`config.mk`:
```
export PLATFORM = sky130hd
export DESIGN_NAME = heater_ramp_pwm_controller_core_flat
export DESIGN_NICKNAME = d
export VERILOG_FILES = /design/src/hrpc_pkg.sv /design/src/hrpc_if.sv /design/src/hrpc_demand.sv /design/src/hrpc_duty.sv /design/src/heater_ramp_pwm_controller_core.sv /design/src/flat_wrapper.sv
export SDC_FILE = /design/constraint.sdc
export NUM_CORES = 1
export LEC_CHECK = 0
export BUFFER_PORTS_ARGS = -buffer_cell sky130_fd_sc_hd__buf_4
export CAP_MARGIN = 30
export CORE_MARGIN = 2
export CORE_UTILIZATION = 65
export DETAILED_ROUTE_END_ITERATION = 7
export PLACE_DENSITY = 0.84
export SKIP_CTS_REPAIR_TIMING = 1
export SLEW_MARGIN = 40
export SYNTH_ARGS = -nofsm -noshare
export SYNTH_HDL_FRONTEND = slang
export SYNTH_SLANG_ARGS = --single-unit
```
`constraint.sdc`:
```
create_clock -name clk -period 15.28 [get_ports clk]
set_clock_uncertainty 0.2 [all_clocks]
set_input_delay 4.584 -clock clk [delete_from_list [all_inputs] [get_ports clk]]
set_output_delay 4.584 -clock clk [all_outputs]
set_load 0.03 [all_outputs]
```
`src/hrpc_pkg.sv`:
```
// ----------------------------------------------------------------------------
// hrpc_pkg
// Types, constants and the level-to-duty scaling shared by the heater ramp
// PWM controller.
// ----------------------------------------------------------------------------
package hrpc_pkg;

  localparam int unsigned CfgIndexWidth = 3;
  localparam int unsigned CfgDataWidth  = 11;

  typedef enum logic [CfgIndexWidth-1:0] {
    REG_SETPOINT       = 3'd0,
    REG_DEADBAND       = 3'd1,
    REG_MANUAL_MASK    = 3'd2,
    REG_MANUAL_LEVEL_A = 3'd3,
    REG_MANUAL_LEVEL_B = 3'd4,
    REG_PRESENT_MASK   = 3'd5
  } reg_index_t;

  localparam logic        [7:0]  LEVEL_MAX  = 8'd200;
  localparam logic        [7:0]  STEP_UP    = 8'd10;
  localparam logic        [7:0]  STEP_DOWN  = 8'd6;
  localparam logic        [7:0]  STEP_DECAY = 8'd1;
  localparam logic        [10:0] DUTY_MAX   = 11'd1023;
  localparam logic signed [11:0] TEMP_LOW   = -12'sd500;
  localparam logic signed [11:0] TEMP_HIGH  = 12'sd800;

  localparam logic signed [10:0] TARGET_RESET  = 11'sd375;
  localparam logic        [7:0]  HYST_RESET    = 8'd5;
  localparam logic        [1:0]  PRESENT_RESET = 2'b11;

  // ceil(2^20 / 25): exact floor division by 25 for inputs below 2^15
  localparam logic [15:0] RECIP_25 = 16'd41944;

  typedef struct packed {
    logic signed [10:0] setpoint;
    logic        [7:0]  deadband;
    logic        [1:0]  manual_mask;
    logic        [7:0]  manual_level_a;
    logic        [7:0]  manual_level_b;
    logic        [1:0]  present_mask;
  } cfg_t;

  typedef struct packed {
    logic [7:0] level;
    logic       fault;
  } dem_res_t;

  // floor(level * 1023 / 200), saturated at 1023
  function automatic logic [9:0] level_to_duty(input logic [7:0] level);
    logic [17:0] scaled;
    logic [14:0] eighths;
    logic [30:0] prod;
    logic [10:0] quot;
    begin
      scaled  = {level, 10'b0} - {10'b0, level};
      eighths = scaled[17:3];
      prod    = {16'b0, eighths} * {15'b0, RECIP_25};
      quot    = prod[30:20];
      level_to_duty = (quot > DUTY_MAX) ? DUTY_MAX[9:0] : quot[9:0];
    end
  endfunction

endpackage

```
`src/hrpc_if.sv`:
```
// ----------------------------------------------------------------------------
// hrpc_if
// Valid/ready channels for temperature samples and heater results.
// ----------------------------------------------------------------------------
interface hrpc_sample_if;
  logic               valid;
  logic               ready;
  logic signed [11:0] temperature;

  modport source (output valid, output temperature, input ready);
  modport sink   (input valid, input temperature, output ready);
endinterface

interface hrpc_result_if;
  logic       valid;
  logic       ready;
  logic [9:0] duty_a;
  logic       write_a;
  logic [9:0] duty_b;
  logic       write_b;
  logic [7:0] demand;
  logic       sensor_fault;

  modport source (output valid, output duty_a, output write_a, output duty_b,
                  output write_b, output demand, output sensor_fault, input ready);
  modport sink   (input valid, input duty_a, input write_a, input duty_b,
                  input write_b, input demand, input sensor_fault, output ready);
endinterface

```
`src/hrpc_demand.sv`:
```
// ----------------------------------------------------------------------------
// hrpc_demand
// Range check, dead-band compare and the demand level state register.
// ----------------------------------------------------------------------------
module hrpc_demand
  import hrpc_pkg::*;
(
  input  logic               clk,
  input  logic               rst,
  input  cfg_t               cfg,
  input  logic signed [11:0] temperature,
  input  logic               upd_en,
  output dem_res_t           res
);

  logic [7:0]         demand_level;
  logic [7:0]         demand_level_next;
  logic               fault;
  logic signed [13:0] diff;
  logic signed [13:0] hyst;
  logic [8:0]         level_up;

  always_comb begin
    fault    = (temperature < TEMP_LOW) || (temperature > TEMP_HIGH);
    diff     = 14'(cfg.setpoint) - 14'(temperature);
    hyst     = $signed({6'b0, cfg.deadband});
    level_up = {1'b0, demand_level} + {1'b0, STEP_UP};
    priority if (fault) begin
      demand_level_next = '0;
    end else if (diff > hyst) begin
      demand_level_next = (level_up > {1'b0, LEVEL_MAX}) ? LEVEL_MAX : level_up[7:0];
    end else if (diff < -hyst) begin
      demand_level_next = (demand_level > STEP_DOWN) ? demand_level - STEP_DOWN : '0;
    end else begin
      demand_level_next = (demand_level > STEP_DECAY) ? demand_level - STEP_DECAY : '0;
    end
  end

  always_ff @(posedge clk) begin
    if (rst) begin
      demand_level <= '0;
    end else if (upd_en) begin
      demand_level <= demand_level_next;
    end
  end

  assign res.level = demand_level_next;
  assign res.fault = fault;

  a_level_bound: assert property (@(posedge clk) disable iff (rst)
    demand_level <= LEVEL_MAX)
    else $error("demand level above maximum");

  a_level_moves_on_update: assert property (@(posedge clk) disable iff (rst)
    demand_level != $past(demand_level) |-> $past(upd_en) || $past(rst))
    else $error("demand level changed without an update");

endmodule

```
`src/hrpc_duty.sv`:
```
// ----------------------------------------------------------------------------
// hrpc_duty
// Per-channel level selection and scaling to a 10-bit PWM duty.
// ----------------------------------------------------------------------------
module hrpc_duty
  import hrpc_pkg::*;
(
  input  logic [7:0] auto_level,
  input  logic [7:0] manual_level,
  input  logic       manual_sel,
  input  logic       present,
  input  logic       fault,
  output logic [9:0] duty,
  output logic       write
);

  logic [7:0] level;

  always_comb begin
    level = manual_sel ? manual_level : auto_level;
    write = present && !fault;
    duty  = write ? level_to_duty(level) : '0;
  end

endmodule

```
`src/heater_ramp_pwm_controller_core.sv`:
```
// ----------------------------------------------------------------------------
// heater_ramp_pwm_controller_core
// Ramps a heater demand level from temperature samples and drives two PWM
// duty channels from it or from manual levels.
//
//   channel   dir   handshake      payload
//   sample    in    valid/ready    temperature (12b signed, 0.1 C)
//   result    out   valid/ready    duty_a, write_a, duty_b, write_b, demand,
//                                  sensor_fault
//   cfg       in    cfg_we         cfg_index (3b), cfg_data (11b)
//
// One sample per cycle sustained while the result is not stalled; the sample
// is captured in the input register and then loaded into the result register,
// from which the result leaves. The demand register closes its update loop at
// the input register stage, so back-to-back samples need no bubble.
// Synchronous reset clears the valid flags, the demand level and loads the
// register defaults. A stalled result holds both stages; sample.ready stays
// high while the result register is empty or being drained.
// ----------------------------------------------------------------------------
module heater_ramp_pwm_controller_core
  import hrpc_pkg::*;
(
  input  logic                     clk,
  input  logic                     rst,
  hrpc_sample_if.sink              sample,
  hrpc_result_if.source            result,
  input  logic                     cfg_we,
  input  logic [CfgIndexWidth-1:0] cfg_index,
  input  logic [CfgDataWidth-1:0]  cfg_data
);

  cfg_t               cfg;
  logic               s1_valid;
  logic signed [11:0] s1_temp;
  logic               out_valid;
  logic               adv;
  logic               s1_move;
  dem_res_t           dem;
  logic [9:0]         duty_a;
  logic               write_a;
  logic [9:0]         duty_b;
  logic               write_b;

  logic [9:0] res_duty_a;
  logic       res_write_a;
  logic [9:0] res_duty_b;
  logic       res_write_b;
  logic [7:0] res_demand;
  logic       res_fault;

  // configuration registers
  always_ff @(posedge clk) begin
    if (rst) begin
      cfg.setpoint       <= TARGET_RESET;
      cfg.deadband       <= HYST_RESET;
      cfg.manual_mask    <= '0;
      cfg.manual_level_a <= '0;
      cfg.manual_level_b <= '0;
      cfg.present_mask   <= PRESENT_RESET;
    end else if (cfg_we) begin
      unique case (reg_index_t'(cfg_index))
        REG_SETPOINT:       cfg.setpoint       <= $signed(cfg_data[10:0]);
        REG_DEADBAND:       cfg.deadband       <= cfg_data[7:0];
        REG_MANUAL_MASK:    cfg.manual_mask    <= cfg_data[1:0];
        REG_MANUAL_LEVEL_A: cfg.manual_level_a <= cfg_data[7:0];
        REG_MANUAL_LEVEL_B: cfg.manual_level_b <= cfg_data[7:0];
        REG_PRESENT_MASK:   cfg.present_mask   <= cfg_data[1:0];
        default: ;
      endcase
    end
  end

  assign adv          = !out_valid || result.ready;
  assign s1_move      = s1_valid && adv;
  assign sample.ready = !s1_valid || adv;

  // input register
  always_ff @(posedge clk) begin
    if (rst) begin
      s1_valid <= 1'b0;
    end else if (sample.ready) begin
      s1_valid <= sample.valid;
    end
  end

  always_ff @(posedge clk) begin
    if (sample.valid && sample.ready) begin
      s1_temp <= sample.temperature;
    end
  end

  hrpc_demand u_demand (
    .clk         (clk),
    .rst         (rst),
    .cfg         (cfg),
    .temperature (s1_temp),
    .upd_en      (s1_move),
    .res         (dem)
  );

  hrpc_duty u_duty_a (
    .auto_level   (dem.level),
    .manual_level (cfg.manual_level_a),
    .manual_sel   (cfg.manual_mask[0]),
    .present      (cfg.present_mask[0]),
    .fault        (dem.fault),
    .duty         (duty_a),
    .write        (write_a)
  );

  hrpc_duty u_duty_b (
    .auto_level   (dem.level),
    .manual_level (cfg.manual_level_b),
    .manual_sel   (cfg.manual_mask[1]),
    .present      (cfg.present_mask[1]),
    .fault        (dem.fault),
    .duty         (duty_b),
    .write        (write_b)
  );

  // result register
  always_ff @(posedge clk) begin
    if (rst) begin
      out_valid <= 1'b0;
    end else if (adv) begin
      out_valid <= s1_valid;
    end
  end

  always_ff @(posedge clk) begin
    if (s1_move) begin
      res_duty_a  <= duty_a;
      res_write_a <= write_a;
      res_duty_b  <= duty_b;
      res_write_b <= write_b;
      res_demand  <= dem.level;
      res_fault   <= dem.fault;
    end
  end

  assign result.valid        = out_valid;
  assign result.duty_a       = res_duty_a;
  assign result.write_a      = res_write_a;
  assign result.duty_b       = res_duty_b;
  assign result.write_b      = res_write_b;
  assign result.demand       = res_demand;
  assign result.sensor_fault = res_fault;

  a_fault_clears: assert property (@(posedge clk) disable iff (rst)
    out_valid && res_fault |-> !res_write_a && !res_write_b && (res_demand == '0))
    else $error("fault result carries channel writes or demand");

  a_unwritten_zero: assert property (@(posedge clk) disable iff (rst)
    out_valid |-> (res_write_a || res_duty_a == '0) && (res_write_b || res_duty_b == '0))
    else $error("duty nonzero on a channel that is not written");

  a_ready_when_empty: assert property (@(posedge clk) disable iff (rst)
    !out_valid |-> sample.ready)
    else $error("sample request blocked with empty result register");

  a_stage_moves: assert property (@(posedge clk) disable iff (rst)
    s1_move |=> out_valid)
    else $error("request lost between input and result register");

endmodule
```
`src/flat_wrapper.sv`:
```
// flat-port wrapper written by rule: the top's interface ports become plain ports
module heater_ramp_pwm_controller_core_flat import hrpc_pkg::*;
  (clk, rst, cfg_we, cfg_index, cfg_data, sample_valid, sample_temperature, sample_ready, result_valid, result_duty_a, result_write_a, result_duty_b, result_write_b, result_demand, result_sensor_fault, result_ready);
  hrpc_sample_if sample_i ();
  hrpc_result_if result_i ();
  input  logic clk;
  input  logic rst;
  input  logic cfg_we;
  input  logic [CfgIndexWidth-1:0] cfg_index;
  input  logic [CfgDataWidth-1:0] cfg_data;
  input wire logic [$bits(sample_i.valid)-1:0] sample_valid;
  input wire logic [$bits(sample_i.temperature)-1:0] sample_temperature;
  output wire logic [$bits(sample_i.ready)-1:0] sample_ready;
  output wire logic [$bits(result_i.valid)-1:0] result_valid;
  output wire logic [$bits(result_i.duty_a)-1:0] result_duty_a;
  output wire logic [$bits(result_i.write_a)-1:0] result_write_a;
  output wire logic [$bits(result_i.duty_b)-1:0] result_duty_b;
  output wire logic [$bits(result_i.write_b)-1:0] result_write_b;
  output wire logic [$bits(result_i.demand)-1:0] result_demand;
  output wire logic [$bits(result_i.sensor_fault)-1:0] result_sensor_fault;
  input wire logic [$bits(result_i.ready)-1:0] result_ready;
  assign sample_i.valid = sample_valid;
  assign sample_i.temperature = sample_temperature;
  assign sample_ready = sample_i.ready;
  assign result_valid = result_i.valid;
  assign result_duty_a = result_i.duty_a;
  assign result_write_a = result_i.write_a;
  assign result_duty_b = result_i.duty_b;
  assign result_write_b = result_i.write_b;
  assign result_demand = result_i.demand;
  assign result_sensor_fault = result_i.sensor_fault;
  assign result_i.ready = result_ready;
  heater_ramp_pwm_controller_core u_core (.clk(clk), .rst(rst), .sample(sample_i), .result(result_i), .cfg_we(cfg_we), .cfg_index(cfg_index), .cfg_data(cfg_data));
endmodule
```
==> run metrics <==
Post-synth ARST share=0%; vias in the first global route=10800; # fillers=1630; reg2reg end=u_core.result.duty_a[4]$_SDFFCE_PN0P_; clk_lat worst skew=0.36 ns; # diodes=0; worst-path maximum fanout=10; unrepaired setup endpoints after global routing=no; Post-Syn Nets=1876; CP arrival=11.91 ns; register area share after synthesis=16.7%; EDFF count, synth=43; DRC=0; WL final=31300 um; crit path time final=12.03 ns; largest net degree at the start of global routing=50; total track usage=29.8%; CP max-delay cell=nand4bb_1; Setup Viol. Count Final=0; die width=149 um; VDD IR-drop max=0.430 mV; hold path start=u_core.cfg[37]$_SDFFE_PP0P_; top-area cell type share of the netlist area=21.7%; most frequent cell on the critical path=fa_1; first-pass iteration count of the detailed router=5; fmax=83.1 MHz; worst min-delay path category=reg2reg; total gr overflow=0; Mapped Avg Cell Area=9.24 um2; Fin. Hold Viols=0; pwr dens=225 nW/um2; Avg WL per Cell=17.3 um; placed insts=1789; Mapped Area=13600 um2; pin slew with the least headroom to its limit=0.882 ns; reg2reg path depth=39; Area Growth Syn to Fin=7.57%; status=finished clean; Placer Congestion=0.950; critical path class=reg2reg; via count=10500; Nets=1924; Hold Path Stages=2; clock tree buffer depth=2; Rel. slew slack=40.8%; design area=14700 um2; Initial Utilization=65.5%; Finished Layout Cells=1805; CP Capture Type=flop; Worst-path clk slew=0.07 ns; TritonCTS Buffers=9; TritonCTS clock tree=built; RR Startpoint=u_core.s1_temp[0]$_DFFE_PP_; Finished Core Util=70.5%; layout cells sized above 1=9.41%; # port buffers=63; R2R Setup Slk=3.25 ns; most used flip-flop cell after synthesis=dfxtp_1; max-slew violations=0; total number of H-tree levels=3; die height=149 um; yosys warns=0; setup_tns=0 ns; top cells by area, synth=ha_1, fa_1, edfxtp_1; Hold EP=u_core.cfg[37]$_SDFFE_PP0P_; Post-DP Area=14300 um2; cell taking the most area after synthesis=ha_1; Yosys reg bits=92; max_cap viols=0; Mapped Cells=1477; Leak=7.48 nW; Root Buffer=clkbuf_16; synth cell count leaders=inv_1, ha_1, fa_1; crit share post-route=78.8%; most frequent cell after synthesis=inv_1; dpl hpwl=25400 um; site row count=53; required time of the worst setup path=15.15 ns; vias per inst=5.79; drt first-iter violations=645; initial antenna violation count=0; Worst path max stage delay=0.59 ns; core area=20800 um2; Routed Antenna Nets=0; clock sink total=92; CP Launch Type=flop; global-route wire length before repair=52500 um; DIE AREA=22200 um2; Yosys cell types=102; IO Pins=64
==> kinds of logic (layout without fill, tap and decap cells) <==
group	Yosys count	after routing	synth area share [%]
buffers and inverters	333	386	9.36
multiplexers	27	27	2.16
flip-flops	92	92	16.7
AND/OR/NAND/NOR	343	343	12.7
XOR/XNOR	63	63	4.04
AO/OA/AOI/OAI	251	251	14.1
adder cells (fa/ha/maj)	368	368	41.0
==> sequential cells by signal, summed over array words and instances, names as in the netlist <==
name                          cells
u_core.result.write_a             1
u_core.result.duty_b             10
u_core.result.sensor_fault        1
u_core.cfg                       39
u_core.result.demand              8
u_core.result.duty_a             10
u_core.result.valid               1
u_core.s1_valid                   1
u_core.u_demand.demand_level      8
u_core.result.write_b             1
u_core.s1_temp                   12
==> metrics by stage <==
step,worst slack [ns],hold slack [ns],power [mW]
4_1_cts,3.15,0.269,3.34
3_5_place_dp,3.20,0.255,3.06
3_3_place_gp,3.54,0.250,2.91
5_1_grt,2.41,0.284,3.82
2_1_floorplan,4.28,0.235,2.39
6_report,3.25,0.270,3.30
==> critical path: cells and delay by family, from the launching register on <==
family | cells | cell delay, ns
buffers and inverters | 3 | 0.16
XOR/XNOR | 1 | 0.34
AND/OR/NAND/NOR | 9 | 2.69
adder cells (fa/ha/maj) | 9 | 3.50
flip-flops | 1 | 0.39
AO/OA/AOI/OAI | 17 | 4.46
==> cell type report <==
cell class | count | area [um2] | area share (%)
Multi-Input combinational cell | 1052 | 10100 | 68.9
Sequential cell | 92 | 2270 | 15.5
Inverter | 306 | 1150 | 7.83
Timing Repair Buffer | 64 | 480 | 3.27
Tap cell | 275 | 344 | 2.34
Clock buffer | 11 | 275 | 1.88
Clock inverter | 5 | 42.5 | 0.290
==> placed cells by master (no fill, tap or decap), drive strengths merged, types with 18 or more instances in the layout <==
cell,n
o21ai,34
mux2i,23
xor2,22
o21a,18
dfxtp,49
ha,237
buf,64
fa,131
nand2,104
nor3,36
inv,308
and2,22
nor2,78
xnor2,41
a21oi,72
edfxtp,43
==> where the power goes <==
| group | internal [mW] | total [mW] | switching (mW) |
|---|---|---|---|
| registers | 0.288 | 0.298 | 0.00996 |
| clock network | 0.133 | 0.241 | 0.108 |
| logic | 1.18 | 2.76 | 1.58 |
==> layer usage <==
metal | track usage, % | vias up | wire length [um]
met5 | 0 | - | 0
met4 | 9.90 | 0 | 803
met3 | 3.55 | 60 | 1580
met2 | 50.8 | 304 | 15300
met1 | 39.7 | 5042 | 13500
li1 | - | 5052 | -
==> worst max path at each step <==
stage / start / to / slack, ns / cells past startpoint
finish: u_core.s1_temp[0]$_DFFE_PP_ / u_core.result.duty_a[4]$_SDFFCE_PN0P_ / 3.25 / 39
floorplan: u_core.s1_temp[5]$_DFFE_PP_ / u_core.result.duty_a[7]$_SDFFCE_PN0P_ / 4.28 / 39
detailed placement: u_core.s1_temp[0]$_DFFE_PP_ / u_core.result.duty_a[4]$_SDFFCE_PN0P_ / 3.20 / 38
CTS: u_core.s1_temp[0]$_DFFE_PP_ / u_core.result.duty_a[4]$_SDFFCE_PN0P_ / 3.15 / 38
global route: u_core.s1_temp[0]$_DFFE_PP_ / u_core.result.duty_a[6]$_SDFFCE_PN0P_ / 2.41 / 37
global placement: u_core.s1_temp[0]$_DFFE_PP_ / u_core.result.duty_a[7]$_SDFFCE_PN0P_ / 3.54 / 38
Note: power is estimated with default switching activity, not from simulation.
